**src/hw/rtl/arc_pkg.sv**
```systemverilog
// arc_pkg: shared types, constants and codes of the ARP receive cache/reply unit.
// Used by arc_cache_mem, arc_ctrl and arp_receive_cache_reply_unit; no dependencies.
`timescale 1ns / 1ps

package arc_pkg;

	localparam int CACHE_ENTRIES = 32;
	localparam int IDX_W = (CACHE_ENTRIES > 1) ? $clog2(CACHE_ENTRIES) : 1;
	localparam int CNT_W = $clog2(CACHE_ENTRIES + 1);

	localparam logic [15:0] HW_ETHERNET = 16'h0001;
	localparam logic [15:0] PROTO_IPV4  = 16'h0800;
	localparam logic [15:0] OP_REQUEST  = 16'h0001;
	localparam logic [15:0] OP_REPLY    = 16'h0002;

	// Configuration register indexes
	localparam logic REG_OWN_IP  = 1'b0;
	localparam logic REG_OWN_MAC = 1'b1;

	typedef enum logic [2:0] {
		ST_BAD_HW    = 3'd0,
		ST_BAD_PROTO = 3'd1,
		ST_UPDATED   = 3'd2,
		ST_INSERTED  = 3'd3,
		ST_FULL      = 3'd4,
		ST_NOT_US    = 3'd5
	} arc_status_t;

	typedef enum logic [1:0] {
		S_IDLE,
		S_SCAN,
		S_FINISH
	} arc_state_t;

	typedef struct packed {
		logic             rd_en;
		logic [IDX_W-1:0] rd_addr;
		logic             wr_en;
		logic [IDX_W-1:0] wr_addr;
		logic [31:0]      wr_ip;
		logic [47:0]      wr_mac;
	} arc_mem_req_t;

	typedef struct packed {
		arc_status_t status;
		logic        send_reply;
		logic [15:0] reply_opcode;
		logic [47:0] reply_sender_mac;
		logic [31:0] reply_sender_ip;
		logic [47:0] reply_target_mac;
		logic [31:0] reply_target_ip;
	} arc_result_t;

endpackage

```
**src/hw/rtl/arc_cache_mem.sv**
```systemverilog
// arc_cache_mem: cache entry store (IP and MAC per entry), one write and one read port.
// Read data is registered. Depends on arc_pkg.
`timescale 1ns / 1ps

module arc_cache_mem (
	input  logic                 clk,
	input  arc_pkg::arc_mem_req_t req,
	output logic [31:0]          rd_ip
);

	logic [31:0] ip_mem [arc_pkg::CACHE_ENTRIES];
	logic [47:0] mac_mem [arc_pkg::CACHE_ENTRIES];

	always_ff @(posedge clk) begin
		if (req.wr_en) begin
			ip_mem[req.wr_addr]  <= req.wr_ip;
			mac_mem[req.wr_addr] <= req.wr_mac;
		end
	end

	always_ff @(posedge clk) begin
		if (req.rd_en) begin
			rd_ip <= ip_mem[req.rd_addr];
		end
	end

endmodule

```
**src/hw/rtl/arc_ctrl.sv**
```systemverilog
// arc_ctrl: packet sequencer, entry valid bits and result register.
// Walks the cache memory one entry a cycle. Depends on arc_pkg.
`timescale 1ns / 1ps

module arc_ctrl (
	input  logic                  clk,
	input  logic                  arst_n,
	input  logic                  start,
	input  logic [15:0]           hardware_type,
	input  logic [15:0]           protocol_type,
	input  logic [15:0]           operation,
	input  logic [47:0]           sender_mac,
	input  logic [31:0]           sender_ip,
	input  logic [31:0]           target_ip,
	input  logic [31:0]           own_ip,
	input  logic [47:0]           own_mac,
	input  logic [31:0]           rd_ip,
	output logic                  busy,
	output arc_pkg::arc_mem_req_t mem_req,
	output arc_pkg::arc_result_t  res,
	output logic                  done
);

	localparam logic [arc_pkg::CNT_W-1:0] LAST_CNT = arc_pkg::CNT_W'(arc_pkg::CACHE_ENTRIES);

	arc_pkg::arc_state_t state_q, state_d;

	logic [arc_pkg::CACHE_ENTRIES-1:0] valid_q;
	logic [arc_pkg::CNT_W-1:0]         idx_q;
	logic                              cmp_s1;
	logic [arc_pkg::IDX_W-1:0]         cmp_idx_s1;
	logic                              hit_q;
	logic [arc_pkg::IDX_W-1:0]         hit_idx_q;
	logic                              free_found_q;
	logic [arc_pkg::IDX_W-1:0]         free_idx_q;
	logic [15:0]                       op_q;
	logic [47:0]                       smac_q;
	logic [31:0]                       sip_q;
	logic [31:0]                       tip_q;

	logic                 drop;
	arc_pkg::arc_status_t drop_status;
	logic                 last;
	logic                 hit_now;
	logic                 free_now;
	logic                 for_us;
	logic                 do_insert;
	arc_pkg::arc_result_t fin_res;

	assign drop        = (hardware_type != arc_pkg::HW_ETHERNET) ||
	                     (protocol_type != arc_pkg::PROTO_IPV4);
	assign drop_status = (hardware_type != arc_pkg::HW_ETHERNET) ?
	                     arc_pkg::ST_BAD_HW : arc_pkg::ST_BAD_PROTO;
	assign last        = (idx_q == LAST_CNT);
	assign hit_now     = cmp_s1 && valid_q[cmp_idx_s1] && (rd_ip == sip_q);
	assign free_now    = cmp_s1 && !valid_q[cmp_idx_s1] && !free_found_q;
	assign for_us      = (tip_q == own_ip);
	assign busy        = (state_q != arc_pkg::S_IDLE);

	always_ff @(posedge clk or negedge arst_n) begin
		if (!arst_n) begin
			state_q <= arc_pkg::S_IDLE;
		end else begin
			state_q <= state_d;
		end
	end

	always_comb begin
		state_d         = state_q;
		mem_req.rd_en   = 1'b0;
		mem_req.rd_addr = idx_q[arc_pkg::IDX_W-1:0];
		mem_req.wr_en   = 1'b0;
		mem_req.wr_addr = hit_idx_q;
		mem_req.wr_ip   = sip_q;
		mem_req.wr_mac  = smac_q;
		do_insert       = 1'b0;
		fin_res         = '0;
		case (state_q)
			arc_pkg::S_IDLE: begin
				if (drop) begin
					fin_res.status = drop_status;
				end
				if (start && !drop) begin
					state_d = arc_pkg::S_SCAN;
				end
			end
			arc_pkg::S_SCAN: begin
				mem_req.rd_en = !last;
				if (hit_now || last) begin
					state_d = arc_pkg::S_FINISH;
				end
			end
			arc_pkg::S_FINISH: begin
				state_d = arc_pkg::S_IDLE;
				if (hit_q) begin
					fin_res.status = arc_pkg::ST_UPDATED;
					mem_req.wr_en  = 1'b1;
				end else if (!for_us) begin
					fin_res.status = arc_pkg::ST_NOT_US;
				end else if (free_found_q) begin
					fin_res.status  = arc_pkg::ST_INSERTED;
					mem_req.wr_en   = 1'b1;
					mem_req.wr_addr = free_idx_q;
					do_insert       = 1'b1;
				end else begin
					fin_res.status = arc_pkg::ST_FULL;
				end
				if (for_us && (op_q == arc_pkg::OP_REQUEST)) begin
					fin_res.send_reply       = 1'b1;
					fin_res.reply_opcode     = arc_pkg::OP_REPLY;
					fin_res.reply_sender_mac = own_mac;
					fin_res.reply_sender_ip  = own_ip;
					fin_res.reply_target_mac = smac_q;
					fin_res.reply_target_ip  = sip_q;
				end
			end
			default: begin
				state_d = arc_pkg::S_IDLE;
			end
		endcase
	end

	// control state
	always_ff @(posedge clk or negedge arst_n) begin
		if (!arst_n) begin
			valid_q      <= '0;
			idx_q        <= '0;
			cmp_s1       <= 1'b0;
			hit_q        <= 1'b0;
			free_found_q <= 1'b0;
			done         <= 1'b0;
		end else begin
			done <= 1'b0;
			case (state_q)
				arc_pkg::S_IDLE: begin
					if (start) begin
						idx_q        <= '0;
						cmp_s1       <= 1'b0;
						hit_q        <= 1'b0;
						free_found_q <= 1'b0;
						done         <= drop;
					end
				end
				arc_pkg::S_SCAN: begin
					cmp_s1 <= !last;
					if (!last) begin
						idx_q <= idx_q + arc_pkg::CNT_W'(1);
					end
					if (hit_now) begin
						hit_q <= 1'b1;
					end
					if (free_now) begin
						free_found_q <= 1'b1;
					end
				end
				arc_pkg::S_FINISH: begin
					done <= 1'b1;
					if (do_insert) begin
						valid_q[free_idx_q] <= 1'b1;
					end
				end
				default: begin
					cmp_s1 <= 1'b0;
				end
			endcase
		end
	end

	// payload: packet fields, entry indexes, result
	always_ff @(posedge clk) begin
		case (state_q)
			arc_pkg::S_IDLE: begin
				if (start) begin
					op_q   <= operation;
					smac_q <= sender_mac;
					sip_q  <= sender_ip;
					tip_q  <= target_ip;
					if (drop) begin
						res <= fin_res;
					end
				end
			end
			arc_pkg::S_SCAN: begin
				cmp_idx_s1 <= idx_q[arc_pkg::IDX_W-1:0];
				if (hit_now) begin
					hit_idx_q <= cmp_idx_s1;
				end
				if (free_now) begin
					free_idx_q <= cmp_idx_s1;
				end
			end
			arc_pkg::S_FINISH: begin
				res <= fin_res;
			end
			default: begin
				res <= res;
			end
		endcase
	end

endmodule

```
**src/hw/rtl/arp_receive_cache_reply_unit.sv**
```systemverilog
// arp_receive_cache_reply_unit: top level, configuration registers and ports.
// Depends on arc_pkg, arc_ctrl and arc_cache_mem.
// Timing: a dropped packet (bad hardware or protocol type) shows its result in the cycle after
//   the start transfer; otherwise the unit walks the cache entries until a sender hit or the
//   last entry, then finishes and shows the result at the result transfer.
// Throughput: one packet at a time; start is taken again once busy falls (also while done shows).
// Reset: arst_n clears the state machine, all entry valid bits, own_ip and own_mac at once.
// done is high for exactly one cycle per packet; the receiver cannot stall it.
`timescale 1ns / 1ps

module arp_receive_cache_reply_unit (
	input  logic        clk,
	input  logic        arst_n,
	// packet transfer
	input  logic        start,
	output logic        busy,
	input  logic [15:0] hardware_type,
	input  logic [15:0] protocol_type,
	input  logic [15:0] operation,
	input  logic [47:0] sender_mac,
	input  logic [31:0] sender_ip,
	input  logic [31:0] target_ip,
	// configuration write port
	input  logic        wr_en,
	input  logic        wr_index,
	input  logic [47:0] wr_data,
	// result transfer, one cycle per packet
	output logic        done,
	output logic [2:0]  status,
	output logic        send_reply,
	output logic [15:0] reply_opcode,
	output logic [47:0] reply_sender_mac,
	output logic [31:0] reply_sender_ip,
	output logic [47:0] reply_target_mac,
	output logic [31:0] reply_target_ip
);

	logic [31:0] own_ip_q;
	logic [47:0] own_mac_q;

	arc_pkg::arc_mem_req_t mem_req;
	arc_pkg::arc_result_t  res;
	logic [31:0]           rd_ip;

	// Hold our addresses; the user must write them only while the unit is idle (not enforced here).
	always_ff @(posedge clk or negedge arst_n) begin
		if (!arst_n) begin
			own_ip_q  <= '0;
			own_mac_q <= '0;
		end else if (wr_en) begin
			case (wr_index)
				arc_pkg::REG_OWN_IP:  own_ip_q  <= wr_data[31:0];
				arc_pkg::REG_OWN_MAC: own_mac_q <= wr_data;
				default:              own_ip_q  <= own_ip_q;
			endcase
		end
	end

	// Sequencer: latch the packet, walk the cache, update or insert, build the reply.
	arc_ctrl u_ctrl (
		.clk           (clk),
		.arst_n        (arst_n),
		.start         (start),
		.hardware_type (hardware_type),
		.protocol_type (protocol_type),
		.operation     (operation),
		.sender_mac    (sender_mac),
		.sender_ip     (sender_ip),
		.target_ip     (target_ip),
		.own_ip        (own_ip_q),
		.own_mac       (own_mac_q),
		.rd_ip         (rd_ip),
		.busy          (busy),
		.mem_req       (mem_req),
		.res           (res),
		.done          (done)
	);

	// Entry store: IP and MAC of every cache entry.
	arc_cache_mem u_mem (
		.clk   (clk),
		.req   (mem_req),
		.rd_ip (rd_ip)
	);

	assign status           = res.status;
	assign send_reply       = res.send_reply;
	assign reply_opcode     = res.reply_opcode;
	assign reply_sender_mac = res.reply_sender_mac;
	assign reply_sender_ip  = res.reply_sender_ip;
	assign reply_target_mac = res.reply_target_mac;
	assign reply_target_ip  = res.reply_target_ip;

endmodule

```
**config.mk**
```make
export PLATFORM = sky130hd
export DESIGN_NAME = arp_receive_cache_reply_unit
export DESIGN_NICKNAME = d
export VERILOG_FILES = /design/src/hw/rtl/arc_pkg.sv /design/src/hw/rtl/arc_cache_mem.sv /design/src/hw/rtl/arc_ctrl.sv /design/src/hw/rtl/arp_receive_cache_reply_unit.sv
export SDC_FILE = /design/constraint.sdc
export NUM_CORES = 1
export LEC_CHECK = 0
export BUFFER_PORTS_ARGS = -buffer_cell sky130_fd_sc_hd__buf_2
export CORE_MARGIN = 3
export CORE_UTILIZATION = 45
export CTS_CLUSTER_DIAMETER = 150
export DETAILED_ROUTE_END_ITERATION = 12
export MAX_ROUTING_LAYER = met4
export PLACE_DENSITY_LB_ADDON = 0.1
export SLEW_MARGIN = 20
export SYNTH_ARGS = -nofsm -noshare
export SYNTH_HDL_FRONTEND = slang
export SYNTH_SLANG_ARGS = --single-unit
```
**constraint.sdc**
```tcl
create_clock -name clk -period 11.05 [get_ports clk]
set_input_delay 0.5525 -clock clk [delete_from_list [all_inputs] [get_ports clk]]
set_output_delay 0.5525 -clock clk [all_outputs]
set_load 0.1 [all_outputs]
```
==> results by group <==
Outcome
  – Status: completed

STA
  – RSZ-0062 raised after global routing: no
  – Peak Freq: 230 MHz
  – Slew at the pin closest to its max-slew limit: 1.13 ns
  – Fin. Hold Viols: 0
  – # setup viols final: 0
  – Clk_skew: 0.0262 ns
  – Final slew viol count: 0
  – Setup TNS: 0 ns
  – Tcrit/Tclk final: 0.393
  – Relative slew slack: 0.248
  – Final min period: 4.34 ns

Setup path
  – CP max-delay cell: dfrtp_4
  – CP bufs+invs: 2
  – Crit path launch type: flip-flop
  – CP delay by family, top: multiplexers
  – Crit Path Max Fanout: 89
  – Endpoint class of the critical path: flip-flop
  – Critical path class: flip-flop to flip-flop
  – Max stage delay on crit path: 0.95 ns
  – Most used cell, CP: mux4_2
  – Worst-path cell chain: buf_4 > buf_12 > mux4_2 > mux4_2 > mux2_2
  – CP arrival: 4.85 ns
  – Required time worst endpoint: 11.56 ns

Logic synthesis
  – Yosys reg bits: 1487
  – Largest family of logic cells by synthesized area: multiplexers
  – Yosys warning total: 0
  – Number of library cell types mapped by synthesis: 46
  – Avg Inst Size Synth: 22.2 um^2
  – Top post-synthesis cells by area: edfxtp_1 73%, mux4_2 13%, dfrtp_1 5.5%
  – Post-Synth Adder-Cell Area: 0.000444
  – Share of the synthesized area in the top cell type: 0.726
  – Mux cell area share after synthesis: 0.153
  – Xor/xnor cell area share of the yosys netlist: 0.0106
  – Gate Count Post-Synth: 2544
  – Netlist Area Pre-Place: 56400 um^2
  – Yosys top cell by area: edfxtp_1
  – Compound-Gate Fraction of Synth Area: 0.0108
  – Sequential share of the synthesized area: 0.781
  – Post-synthesis simple-gate area fraction: 0.0326

Power
  – Pwr dens: 173 nW/um^2
  – Static leakage: 22.5 nW
  – Peak supply drop: 0.000162 V

Detailed routing
  – Antenna Nets Post-Route: 0
  – Drt wl/cell: 29.4 um
  – M1 WL: 61400 um
  – Top layer in use: met4
  – Met3 wire len: 8600 um
  – Vias: 28289
  – 1st-pass router iterations: 5
  – Post-Route WL: 146000 um
  – WL met2: 72800 um
  – DRC: 0
  – Iter 0 DRT Violations: 3132
  – Vias/cell: 5.70

Place
  – Area after DPL: 61000 um^2
  – Port Buffers: 379
  – HPWL Detailed: 78200 um
  – Gpl congestion: 0.808

Finish
  – Fillers: 9491
  – Area Growth Syn to Fin: 19.4%
  – Layout Nets: 3425
  – Ant. Diodes: 0
  – Share of cells above drive strength 1: 0.344
  – Final instance area: 67300 um^2

Die
  – DIE AREA: 130000 um^2
  – Cell Rows: 129
  – Die H: 360 um
  – Core Region: 124000 um^2
  – Initial Utilization: 0.454
  – Ports: 395
  – Die W: 360 um

CTS
  – CTS tree: done
  – H-Tree Level Count: 4
  – CTS root buf: clkbuf_16
  – CTS Buffer Depth: 3
  – CTS buffer count: 154
  – Cts hold-fix bufs: 168
  – Register clock-pin slew on the reported worst setup and hold paths: 0.06 ns
  – Worst-skew pair later-pin latency: 0.77 ns
  – Post-CTS setup buffers: 0
  – Sink Count: 1487
  – Post_cts resized: 0

GRT
  – Vias in the first global route: 29217
  – Initial antenna violation count: 2
  – GR Overflow Total: 0
  – Tot GR Track Use: 0.235
  – Largest net degree at the start of global routing: 148
  – First-pass GRT wire length: 211000 um

Run
  – Max Cap Viol: 0

Hold path
  – Path type of the worst min-delay path: primary input to flip-flop
-- worst register-to-register path, delay by kind of cell, from the launching register on --
kind | cells | cell delay, ns
buffers and inverters | 2 | 1.43
DFF | 1 | 0.95
muxes | 3 | 1.72
-- layout make-up --
type | count | area, um^2 | area share
flip-flops and latches | 1487 | 44000 | 0.654
repair buffers | 631 | 4280 | 0.0636
clock inverters | 66 | 462 | 0.00686
multi-input cells | 929 | 12300 | 0.182
well taps | 1637 | 2050 | 0.0304
inverters | 7 | 26.3 | 0.000390
clock buffers | 206 | 4170 | 0.0620
-- metrics by stage --
| stage | utilization | hold WS [ns] | power, mW | setup slack (ns) | std cells |
|---|---|---|---|---|---|
| after floorplan | - | 0.257 | 6.71 | 2.60 | 2558 |
| after global placement | 0.491 | 0.458 | 6.86 | 6.62 | 4520 |
| after detailed placement | 0.491 | 0.457 | 6.88 | 6.62 | 4521 |
| after CTS | 0.542 | 0.000365 | 11.8 | 6.58 | 4961 |
| after global routing | 0.542 | 0.0245 | 12.0 | 6.35 | 4963 |
| final | 0.542 | 0.0621 | 11.6 | 6.71 | 4963 |
-- state kept, by name, summed over array words and instances, names as in the netlist, 32 cells and up --
register,cells
u_ctrl.res,164
u_ctrl.smac_q,48
own_mac_q,48
u_ctrl.valid_q,32
u_mem.rd_ip,32
own_ip_q,32
u_ctrl.sip_q,32
u_ctrl.tip_q,32
u_mem.ip_mem,1024
-- synth_stat cells, drive strengths merged --
master     n
or2        4
nand4b     3
nor4b      4
nor3       4
or3        3
nand2b     7
ha         2
edfxtp  1363
nor2      25
and3       1
clkbuf    67
inv        7
a211oi     1
and4       3
or3b       2
nand3b     5
o32ai     11
mux4     320
o21bai    31
dfrtp    124
mux2i     16
nand2     25
a22oi      4
conb       1
buf       68
xor2      65
xnor2      3
nand3      9
mux2     112
a311o      1
nand4     14
a22o       1
a41o       1
a21boi     1
nor2b      7
o21ai      9
o22ai     19
and2     163
nor4      29
a21oi      9
-- path summary, 6_finish.rpt --
path                                   start                end  slack, ns  cells after the start
setup / recovery             u_ctrl.idx_q[0]     u_mem.rd_ip[9]       6.71                      5
hold / removal                   wr_data[17]      own_mac_q[17]       0.06                      2
setup reg to reg             u_ctrl.idx_q[0]     u_mem.rd_ip[9]       6.71                      5
hold reg to reg            u_ctrl.valid_q[0]  u_ctrl.valid_q[0]       0.48                      1
max in group asynchronous             arst_n    u_ctrl.idx_q[1]       9.24                      3
min in group asynchronous             arst_n       own_ip_q[24]       0.34                      2
-- power breakdown --
group | total [mW] | internal [mW] | switching [mW]
combinational | 0.484 | 0.143 | 0.341
clock | 4.83 | 2.77 | 2.06
sequential | 6.32 | 6.27 | 0.0507
total | 11.6 | 9.19 | 2.45
-- cells in the final DEF, fill, tap and decap left out, drive strengths merged, types with 5 or more instances in the layout --
| cell | count |
|---|---|
| a21oi | 9 |
| and2 | 163 |
| buf | 463 |
| bufinv | 6 |
| clkbuf | 206 |
| clkinv | 54 |
| conb | 15 |
| dfrtp | 124 |
| dlygate4sd3 | 168 |
| edfxtp | 1363 |
| inv | 9 |
| mux2 | 112 |
| mux2i | 16 |
| mux4 | 320 |
| nand2 | 25 |
| nand2b | 7 |
| nand3 | 9 |
| nand3b | 5 |
| nand4 | 14 |
| nor2 | 25 |
| nor2b | 7 |
| nor4 | 29 |
| o21ai | 9 |
| o21bai | 31 |
| o22ai | 19 |
| o32ai | 11 |
| xor2 | 65 |
-- cell families (layout without fill, tap and decap cells) --
family / count (synthesis) / in the layout
flip-flops: 1487 / 1487
multiplexers: 448 / 448
AND/OR/NAND/NOR: 308 / 308
buffers and inverters: 142 / 910
AO/OA/AOI/OAI: 88 / 88
XOR/XNOR: 68 / 68
adder cells (fa/ha/maj): 2 / 2
other: 1 / 15
-- layer usage --
| metal | up-vias | GRT usage |
|---|---|---|
| li1 | 11759 | - |
| met1 | 15292 | 0.317 |
| met2 | 1022 | 0.373 |
| met3 | 216 | 0.0417 |
| met4 | 0 | 0.0608 |
| met5 | - | - |
(Power assumes the default switching activity.)
